===== src/design/mck_pkg.sv =====
// Shared types, tables and decode function for the Morse character keyer.
package mck_pkg;

    localparam int CHAR_W  = 8;
    localparam int UNIT_W  = 16;
    localparam int DUR_W   = 19;
    localparam int LEN_W   = 3;
    localparam int PAT_W   = 5;
    localparam logic [UNIT_W-1:0] UNIT_RESET = 16'd220;

    localparam logic [CHAR_W-1:0] CHAR_SPACE   = 8'h20;
    localparam logic [CHAR_W-1:0] CHAR_NEWLINE = 8'h0A;
    localparam logic [CHAR_W-1:0] CHAR_LOWER_A = 8'h61;
    localparam logic [CHAR_W-1:0] CHAR_LOWER_Z = 8'h7A;
    localparam logic [CHAR_W-1:0] CHAR_DIGIT_0 = 8'h30;
    localparam logic [CHAR_W-1:0] CHAR_DIGIT_9 = 8'h39;
    localparam logic [LEN_W-1:0]  DIGIT_LEN    = 3'd5;

    typedef enum logic [1:0] {
        CMD_GAP2,
        CMD_GAP6,
        CMD_SYMS
    } cmd_kind_t;

    typedef enum logic [1:0] {
        DUR_X1,
        DUR_X2,
        DUR_X4,
        DUR_X6
    } dur_mult_t;

    // pat is left-aligned: the current symbol is always pat[PAT_W-1], 1 = dash
    typedef struct packed {
        cmd_kind_t          kind;
        logic [LEN_W-1:0]   len;
        logic [PAT_W-1:0]   pat;
    } cmd_t;

    typedef struct packed {
        logic valid;
        cmd_t cmd;
    } decode_t;

    localparam logic [LEN_W-1:0] LETTER_LEN [26] = '{
        3'd2, 3'd4, 3'd4, 3'd3, 3'd1, 3'd4, 3'd3, 3'd4, 3'd2, 3'd4, 3'd3, 3'd4, 3'd2,
        3'd2, 3'd3, 3'd4, 3'd4, 3'd3, 3'd3, 3'd1, 3'd3, 3'd4, 3'd3, 3'd4, 3'd4, 3'd4
    };

    localparam logic [PAT_W-1:0] LETTER_PAT [26] = '{
        5'd8,  5'd16, 5'd20, 5'd16, 5'd0,  5'd4,  5'd24, 5'd0,  5'd0,
        5'd14, 5'd20, 5'd8,  5'd24, 5'd16, 5'd28, 5'd12, 5'd26, 5'd8,
        5'd0,  5'd16, 5'd4,  5'd2,  5'd12, 5'd18, 5'd22, 5'd24
    };

    localparam logic [PAT_W-1:0] DIGIT_PAT [10] = '{
        5'd31, 5'd15, 5'd7, 5'd3, 5'd1, 5'd0, 5'd16, 5'd24, 5'd28, 5'd30
    };

    function automatic decode_t decode_char(input logic [CHAR_W-1:0] c);
        decode_t           d;
        logic [CHAR_W-1:0] off_l;
        logic [CHAR_W-1:0] off_d;
        off_l = c - CHAR_LOWER_A;
        off_d = c - CHAR_DIGIT_0;
        d.valid    = 1'b1;
        d.cmd.kind = CMD_SYMS;
        d.cmd.len  = '0;
        d.cmd.pat  = '0;
        if (c == CHAR_SPACE) begin
            d.cmd.kind = CMD_GAP2;
        end else if (c == CHAR_NEWLINE) begin
            d.cmd.kind = CMD_GAP6;
        end else if (c >= CHAR_LOWER_A && c <= CHAR_LOWER_Z) begin
            d.cmd.len = LETTER_LEN[off_l[4:0]];
            d.cmd.pat = LETTER_PAT[off_l[4:0]];
        end else if (c >= CHAR_DIGIT_0 && c <= CHAR_DIGIT_9) begin
            d.cmd.len = DIGIT_LEN;
            d.cmd.pat = DIGIT_PAT[off_d[3:0]];
        end else begin
            d.valid = 1'b0;
        end
        return d;
    endfunction

endpackage


===== src/design/mck_front.sv =====
// Front end: takes character transfers, decodes them and hands commands to the queue.
module mck_front
    import mck_pkg::*;
(
    input  logic              clk,
    input  logic              rst_n,
    input  logic              push,
    output logic              full,
    input  logic [CHAR_W-1:0] char_code,
    output logic              cmd_valid,
    output cmd_t              cmd_data,
    input  logic              cmd_full
);

    logic    valid_reg;
    logic    valid_next;
    cmd_t    cmd_reg;
    decode_t dec;
    logic    accept;

    assign dec       = decode_char(char_code);
    assign full      = valid_reg && cmd_full;
    assign accept    = push && !full;
    assign cmd_valid = valid_reg;
    assign cmd_data  = cmd_reg;

    always_comb
    begin
        valid_next = valid_reg;
        if (accept)
        begin
            valid_next = dec.valid;
        end
        else if (!cmd_full)
        begin
            valid_next = 1'b0;
        end
    end

    always_ff @(posedge clk or negedge rst_n)
    begin
        if (!rst_n)
        begin
            valid_reg <= 1'b0;
        end
        else
        begin
            valid_reg <= valid_next;
        end
    end

    always_ff @(posedge clk)
    begin
        if (accept)
        begin
            cmd_reg <= dec.cmd;
        end
    end

endmodule


===== src/design/mck_cmd_fifo.sv =====
// Short command queue between the front end and the segment sequencer.
module mck_cmd_fifo
    import mck_pkg::*;
#(
    parameter int DEPTH = 2
)
(
    input  logic clk,
    input  logic rst_n,
    input  logic wr_en,
    input  cmd_t wr_data,
    output logic full,
    input  logic rd_en,
    output cmd_t rd_data,
    output logic not_empty
);

    localparam int AW = (DEPTH > 1) ? $clog2(DEPTH) : 1;
    localparam int CW = $clog2(DEPTH + 1);
    localparam logic [AW-1:0] LAST_PTR = AW'(DEPTH - 1);
    localparam logic [CW-1:0] FULL_CNT = CW'(DEPTH);

    cmd_t          mem [DEPTH];
    logic [AW-1:0] wr_ptr_reg;
    logic [AW-1:0] wr_ptr_next;
    logic [AW-1:0] rd_ptr_reg;
    logic [AW-1:0] rd_ptr_next;
    logic [CW-1:0] count_reg;
    logic [CW-1:0] count_next;
    logic          do_wr;
    logic          do_rd;

    assign full      = (count_reg == FULL_CNT);
    assign not_empty = (count_reg != '0);
    assign do_wr     = wr_en && !full;
    assign do_rd     = rd_en && not_empty;
    assign rd_data   = mem[rd_ptr_reg];

    always_comb
    begin
        wr_ptr_next = wr_ptr_reg;
        rd_ptr_next = rd_ptr_reg;
        count_next  = count_reg;
        if (do_wr)
        begin
            wr_ptr_next = (wr_ptr_reg == LAST_PTR) ? '0 : wr_ptr_reg + 1'b1;
        end
        if (do_rd)
        begin
            rd_ptr_next = (rd_ptr_reg == LAST_PTR) ? '0 : rd_ptr_reg + 1'b1;
        end
        if (do_wr && !do_rd)
        begin
            count_next = count_reg + 1'b1;
        end
        else if (do_rd && !do_wr)
        begin
            count_next = count_reg - 1'b1;
        end
    end

    always_ff @(posedge clk or negedge rst_n)
    begin
        if (!rst_n)
        begin
            wr_ptr_reg <= '0;
            rd_ptr_reg <= '0;
            count_reg  <= '0;
        end
        else
        begin
            wr_ptr_reg <= wr_ptr_next;
            rd_ptr_reg <= rd_ptr_next;
            count_reg  <= count_next;
        end
    end

    always_ff @(posedge clk)
    begin
        if (do_wr)
        begin
            mem[wr_ptr_reg] <= wr_data;
        end
    end

endmodule


===== src/design/mck_back.sv =====
// Back end: steps through each command's segments and holds them in the output register.
module mck_back
    import mck_pkg::*;
(
    input  logic              clk,
    input  logic              rst_n,
    input  logic              dot_time_we,
    input  logic [UNIT_W-1:0] dot_time_wdata,
    input  logic              cmd_valid,
    input  cmd_t              cmd_data,
    output logic              cmd_pop,
    output logic              empty,
    input  logic              pop,
    output logic              key_on,
    output logic [DUR_W-1:0]  duration_ms,
    output logic              last
);

    logic [UNIT_W-1:0] unit_reg;
    logic              cur_valid_reg;
    logic              cur_valid_next;
    cmd_t              cur_reg;
    cmd_t              cur_next;
    logic              off_phase_reg;
    logic              off_phase_next;
    logic              out_valid_reg;
    logic              out_valid_next;
    logic              key_reg;
    logic [DUR_W-1:0]  dur_reg;
    logic              last_reg;

    logic              seg_key;
    dur_mult_t         seg_mult;
    logic              seg_last;
    logic [DUR_W-1:0]  seg_dur;
    logic              emit;
    logic              load;

    function automatic logic [DUR_W-1:0] scale(input logic [UNIT_W-1:0] u, input dur_mult_t m);
        logic [DUR_W-1:0] x1;
        logic [DUR_W-1:0] r;
        x1 = DUR_W'(u);
        case (m)
            DUR_X1:  r = x1;
            DUR_X2:  r = x1 << 1;
            DUR_X4:  r = x1 << 2;
            DUR_X6:  r = (x1 << 2) + (x1 << 1);
            default: r = x1;
        endcase
        return r;
    endfunction

    always_comb
    begin
        seg_key  = 1'b0;
        seg_mult = DUR_X1;
        seg_last = 1'b1;
        unique case (cur_reg.kind)
            CMD_GAP2:
            begin
                seg_mult = DUR_X2;
            end
            CMD_GAP6:
            begin
                seg_mult = DUR_X6;
            end
            CMD_SYMS:
            begin
                if (!off_phase_reg)
                begin
                    seg_key  = 1'b1;
                    seg_mult = cur_reg.pat[PAT_W-1] ? DUR_X4 : DUR_X1;
                    seg_last = 1'b0;
                end
                else
                begin
                    seg_last = (cur_reg.len == LEN_W'(1));
                end
            end
            default:
            begin
                seg_last = 1'b1;
            end
        endcase
    end

    assign seg_dur = scale(unit_reg, seg_mult);
    assign emit    = cur_valid_reg && (!out_valid_reg || pop);
    assign load    = !cur_valid_reg || (emit && seg_last);
    assign cmd_pop = load && cmd_valid;

    always_comb
    begin
        cur_valid_next = cur_valid_reg;
        cur_next       = cur_reg;
        off_phase_next = off_phase_reg;
        if (load)
        begin
            cur_valid_next = cmd_valid;
            cur_next       = cmd_data;
            off_phase_next = 1'b0;
        end
        else if (emit && cur_reg.kind == CMD_SYMS)
        begin
            if (off_phase_reg)
            begin
                off_phase_next = 1'b0;
                cur_next.len   = cur_reg.len - 1'b1;
                cur_next.pat   = cur_reg.pat << 1;
            end
            else
            begin
                off_phase_next = 1'b1;
            end
        end
    end

    always_comb
    begin
        out_valid_next = out_valid_reg;
        if (emit)
        begin
            out_valid_next = 1'b1;
        end
        else if (pop)
        begin
            out_valid_next = 1'b0;
        end
    end

    always_ff @(posedge clk or negedge rst_n)
    begin
        if (!rst_n)
        begin
            unit_reg      <= UNIT_RESET;
            cur_valid_reg <= 1'b0;
            off_phase_reg <= 1'b0;
            out_valid_reg <= 1'b0;
        end
        else
        begin
            if (dot_time_we)
            begin
                unit_reg <= dot_time_wdata;
            end
            cur_valid_reg <= cur_valid_next;
            off_phase_reg <= off_phase_next;
            out_valid_reg <= out_valid_next;
        end
    end

    always_ff @(posedge clk)
    begin
        cur_reg <= cur_next;
        if (emit)
        begin
            key_reg  <= seg_key;
            dur_reg  <= seg_dur;
            last_reg <= seg_last;
        end
    end

    assign empty       = !out_valid_reg;
    assign key_on      = key_reg;
    assign duration_ms = dur_reg;
    assign last        = last_reg;

endmodule


===== src/design/morse_character_keyer_core.sv =====
// Top level of the Morse character keyer: front decoder, command queue, segment sequencer.
// A character is registered in the front end, queued in the command FIFO and loaded into
// the segment sequencer, whose output register holds each segment. The sequencer gives
// one segment per cycle while pop is high; a character has 1 segment for space or newline
// and 2 to 10 for letters and digits. Codes that send nothing produce no transfer.
// Reset (rst_n low, asynchronous) empties all stages and sets dot_time to 220.
module morse_character_keyer_core
    import mck_pkg::*;
#(
    parameter int CMD_DEPTH = 2
)
(
    input  logic              clk,
    input  logic              rst_n,
    input  logic              push,
    output logic              full,
    input  logic [CHAR_W-1:0] char_code,
    output logic              empty,
    input  logic              pop,
    output logic              key_on,
    output logic [DUR_W-1:0]  duration_ms,
    output logic              last,
    input  logic              dot_time_we,
    input  logic [UNIT_W-1:0] dot_time_wdata
);

    logic cf_wr;
    cmd_t cf_wr_data;
    logic cf_full;
    logic cf_rd;
    cmd_t cf_rd_data;
    logic cf_not_empty;

    mck_front u_front (
        .clk       (clk),
        .rst_n     (rst_n),
        .push      (push),
        .full      (full),
        .char_code (char_code),
        .cmd_valid (cf_wr),
        .cmd_data  (cf_wr_data),
        .cmd_full  (cf_full)
    );

    mck_cmd_fifo #(
        .DEPTH (CMD_DEPTH)
    ) u_cmd_fifo (
        .clk       (clk),
        .rst_n     (rst_n),
        .wr_en     (cf_wr),
        .wr_data   (cf_wr_data),
        .full      (cf_full),
        .rd_en     (cf_rd),
        .rd_data   (cf_rd_data),
        .not_empty (cf_not_empty)
    );

    mck_back u_back (
        .clk            (clk),
        .rst_n          (rst_n),
        .dot_time_we    (dot_time_we),
        .dot_time_wdata (dot_time_wdata),
        .cmd_valid      (cf_not_empty),
        .cmd_data       (cf_rd_data),
        .cmd_pop        (cf_rd),
        .empty          (empty),
        .pop            (pop),
        .key_on         (key_on),
        .duration_ms    (duration_ms),
        .last           (last)
    );

endmodule


===== config.mk =====
export PLATFORM = sky130hd
export DESIGN_NAME = morse_character_keyer_core
export DESIGN_NICKNAME = d
export VERILOG_FILES = /design/src/design/mck_pkg.sv /design/src/design/mck_front.sv /design/src/design/mck_cmd_fifo.sv /design/src/design/mck_back.sv /design/src/design/morse_character_keyer_core.sv
export SDC_FILE = /design/constraint.sdc
export NUM_CORES = 1
export LEC_CHECK = 0
export ABC_CLOCK_PERIOD_IN_PS = 2500
export BUFFER_PORTS_ARGS = -buffer_cell sky130_fd_sc_hd__buf_4
export CORE_ASPECT_RATIO = 1.5
export CORE_MARGIN = 2
export CORE_UTILIZATION = 30
export DETAILED_ROUTE_END_ITERATION = 10
export PLACE_DENSITY_LB_ADDON = 0.12
export SETUP_SLACK_MARGIN = 0.2
export SYNTH_ARGS = -nofsm -noshare
export SYNTH_HDL_FRONTEND = slang
export SYNTH_SLANG_ARGS = --single-unit

===== constraint.sdc =====
create_clock -name clk -period 2.5 [get_ports clk]
set_input_delay 0 -clock clk [delete_from_list [all_inputs] [get_ports clk]]
set_output_delay 0 -clock clk [all_outputs]
set_load 0.02 [all_outputs]

==> results.txt <==
----------------------------------------------------
[Run status]
  Outcome ... complete, no violations

[Logic synthesis]
  Post-synthesis cell area ... 0.005052 sq mm
  Share of async-settable or async-resettable flops after synthesis ... 0.2824
  Primary flip-flop cell chosen by synthesis mapping ... edfxtp_1
  Largest cells by area after synthesis ... edfxtp_1 36%, dfrtp_1 9.4%, ha_1 6.4%
  Average size of a mapped cell ... 10.55 sq um
  Synthesis Warnings ... 0
  Post-synthesis register bit count ... 85
  Count of flip-flops with a built-in enable after synthesis ... 61
  Mapped Nets ... 535
  Leading cell type by number of instances after synthesis ... edfxtp_1
  Library cell occupying the most area in the post-synthesis netlist ... edfxtp_1
  Ranking of synthesized cells by instance count ... 61 x edfxtp_1, 43 x nand2_1, 41 x nor2_1
  Distinct cell type count after synthesis ... 65
  Synthesized instance count ... 479
  Sequential share of the synthesized area ... 0.4827
  Share of the synthesized area in the top cell type ... 0.3626

[Worst setup path]
  Crit start category ... register
  Critical-path maximum fanout ... 3
  Capturing element type of the critical path ... register
  CP Buf/Inv Count ... 2
  CP Cell Sequence ... buf_4 > buf_6 > ha_4 > a21o_1 > nand4_1 > a2111oi_4 > o311ai_1 > a211o_1 > o21ai_1
  CP Data Required Time ... 2.70 ns
  Cell family with the largest share of critical-path delay ... compound AO/OA/AOI/OAI gates
  Slowest stage delay, CP ... 0.44 ns
  Slowest cell on crit path ... a2111oi_4
  Type of the setup path with the least slack ... register to register
  Arrival time reported for the critical path endpoint ... between 2 and 3 ns

[STA]
  Worst clock skew ... approximately 0.0047 ns
  Aggregate negative setup slack ... 0 ns
  Slew Limit Headroom ... 0.5697
  Hold Slack ... 0.03703 ns
  Final hold violations ... 0
  Slew at the pin closest to its max-slew limit ... 0.6292 ns
  Number of max-slew violations in the final report ... 0
  Highest clock frequency the design can meet ... 423.9 MHz
  # setup viols final ... 0
  Unrepaired setup endpoints after global routing ... true
  Fin crit share ... 0.9436
  Worst path setup slack after routing ... 0.1410 ns
  Crit path time final ... 2.359 ns

[Place]
  Post-DP HPWL ... between 9 and 10 mm
  Setup Slack @ Placement ... between 0.07 and 0.08 ns
  Routability congestion estimate from global placement ... 0.8760
  DP Cell Count ... 739
  IO buf count ... 51

[Run]
  Max-Cap Viols ... 0

[Route]
  Drt initial violations ... between 150 and 200
  Final ANT Viol Nets ... 0
  Post-Route WL ... 12.66 mm
  Remaining design rule violation count ... 0
  Wire per inst ... between 15 and 20 microns
  Number of iterations in the first detailed-routing pass ... 5
  Via count ... 4000
  Post-detailed-route via-to-cell ratio ... 5.148

[Floorplan]
  Io pins ... 52
  Area of the core ... 0.01662 sq mm
  Horizontal die dimension ... around 110 microns
  Die outline area ... 0.01792 sq mm
  Initial Util ... 0.3040
  Height of the die ... about 160 microns
  Site Rows ... 58

[Power and ir drop]
  Power per cell area ... 923.3 mW/mm^2
  Static leakage power ... 2.565 nW
  Final Total Pwr ... 5.899 mW
  Maximum vdd drop ... approximately 0.00035 V

[Clocking]
  CTS H-tree lvls ... 3
  CTS tree ... done
  Number of buffers inserted during clock tree synthesis ... 9
  CTS Sinks ... 85
  Clock root cell ... clkbuf_16
  Worst-case clock buffer depth ... 2
  Clock-pin transition on the worst setup and hold timing paths ... 0.07 ns
  Clock latency on the worst-skew pair ... ~0.35 ns

[GRT]
  Number of antenna violations at the first check in global routing ... 0
  Maximum number of pins on one net before global-route repair ... 27
  Global-route wire length before repair ... 20.21 mm
  Total congestion overflow ... 0
  Via count of the first global-routing pass ... 4105
  Global Route Usage Sum ... 0.1489

[Cells and area]
  Layout overhead on the synthesized area ... 26.45%
  Number of nets in the finished design ... roughly 620
  Flip-flop and latch area ... between 0.002 and 0.0025 sq mm
  Layout cells sized above 1 ... 0.2434
  Number of fillers in the final layout ... approximately 1600
  Area of the multi-input gates ... 0.002527 sq mm
  Number of diodes ... 0
  Number of cells in the finished layout apart from fillers ... 777
  Flip-flop count of the largest register, all copies and words added ... 20

[Hold path]
  Path class of the lowest-slack min-delay path ... input pin to register

----------------------------------------------------
-- metal layers --
layer,up-vias,track usage,wire (microns)
met2,100,0.2872,7311
met1,1942,0.1449,4461
met4,0,0.07940,473
met5,-,0,0
met3,26,0.02521,414
li1,1932,-,-
-- worst register-to-register path, delay by kind of cell, from the launching register on --
| kind | cells | cell delay (ns) |
|---|---|---|
| compound gates | 5 | 1.10 |
| flops | 1 | 0.40 |
| buf+inv | 2 | 0.25 |
| fa+ha+maj | 1 | 0.24 |
| simple gates | 1 | 0.23 |
-- power breakdown --
part	switching, mW	leakage (nW)	internal (mW)
combinational	1.27	1.55	0.935
clock	0.577	0.152	0.880
sequential	0.220	0.858	2.01
-- area by class of cell --
| cell class | count | area share |
|---|---|---|
| tap | 210 | 0.04113 |
| clock inverter | 7 | 0.01528 |
| sequential | 85 | 0.3817 |
| inverter | 18 | 0.01058 |
| timing repair buffer | 96 | 0.1204 |
| clock buffer | 9 | 0.03525 |
| multi-input combinational | 352 | 0.3956 |
-- cells by family after synthesis --
kind of cell / Yosys count / synth area share
compound gates: 134 / 0.1696
simple gates: 139 / 0.1337
xor+xnor: 24 / 0.04978
flops: 85 / 0.4827
buf+inv: 42 / 0.03665
fa+ha+maj: 27 / 0.06835
mux: 28 / 0.05919
-- timing repair --
item                                    in CTS  in global routing
endpoints found under the hold margin       41                  0
gates resized for setup                      4                 14
setup buffers                                2                  2
hold buffers                                18                  0
pin swaps                                    3                  9
endpoints found under the setup margin       5                 11
-- stage by stage --
stage / util / instance area (sq um)
after detailed placement: 0.3463 / 5756
after CTS: 0.3790 / 6299
final: 0.3844 / 6389
after global placement: 0.3463 / 5756
after global routing: 0.3844 / 6389
after floorplan: - / 5055
-- path summary, 6_finish.rpt --
path | start | to | slack (ns) | depth (start not counted)
max | u_back.unit_reg[1]$_DFFE_PN0P_ | u_back.duration_ms[17]$_DFFE_PP_ | 0.14 | 9
max reg2reg | u_back.unit_reg[1]$_DFFE_PN0P_ | u_back.duration_ms[17]$_DFFE_PP_ | 0.14 | 9
min in group asynchronous | rst_n | u_cmd_fifo.count_reg[0]$_DFFE_PN0P_ | 0.10 | 2
min | pop | u_back.out_valid_reg$_DFFE_PN0P_ | 0.04 | 3
min reg2reg | u_front.cmd_data[9]$_SDFFCE_PP0P_ | u_cmd_fifo.mem[1][9]$_DFFE_PP_ | 0.45 | 0
max in group asynchronous | rst_n | u_back.unit_reg[2]$_DFFE_PN1P_ | 2.10 | 2
-- layout by cell type, fill, tap and decap left out, types with 12 or more instances in the layout --
| cell type | synthesis | routed |
|---|---|---|
| dlygate4sd3_1 | 0 | 18 |
| ha_1 | 26 | 23 |
| mux2_2 | 15 | 15 |
| o21ai_0 | 33 | 32 |
| xor2_1 | 12 | 12 |
| buf_4 | 1 | 77 |
| a21oi_1 | 37 | 35 |
| dfrtp_1 | 19 | 19 |
| inv_1 | 18 | 17 |
| nor2_1 | 41 | 41 |
| nand2_1 | 43 | 43 |
| mux2i_1 | 13 | 13 |
| edfxtp_1 | 61 | 61 |
Note: power is estimated with default switching activity, not from simulation.
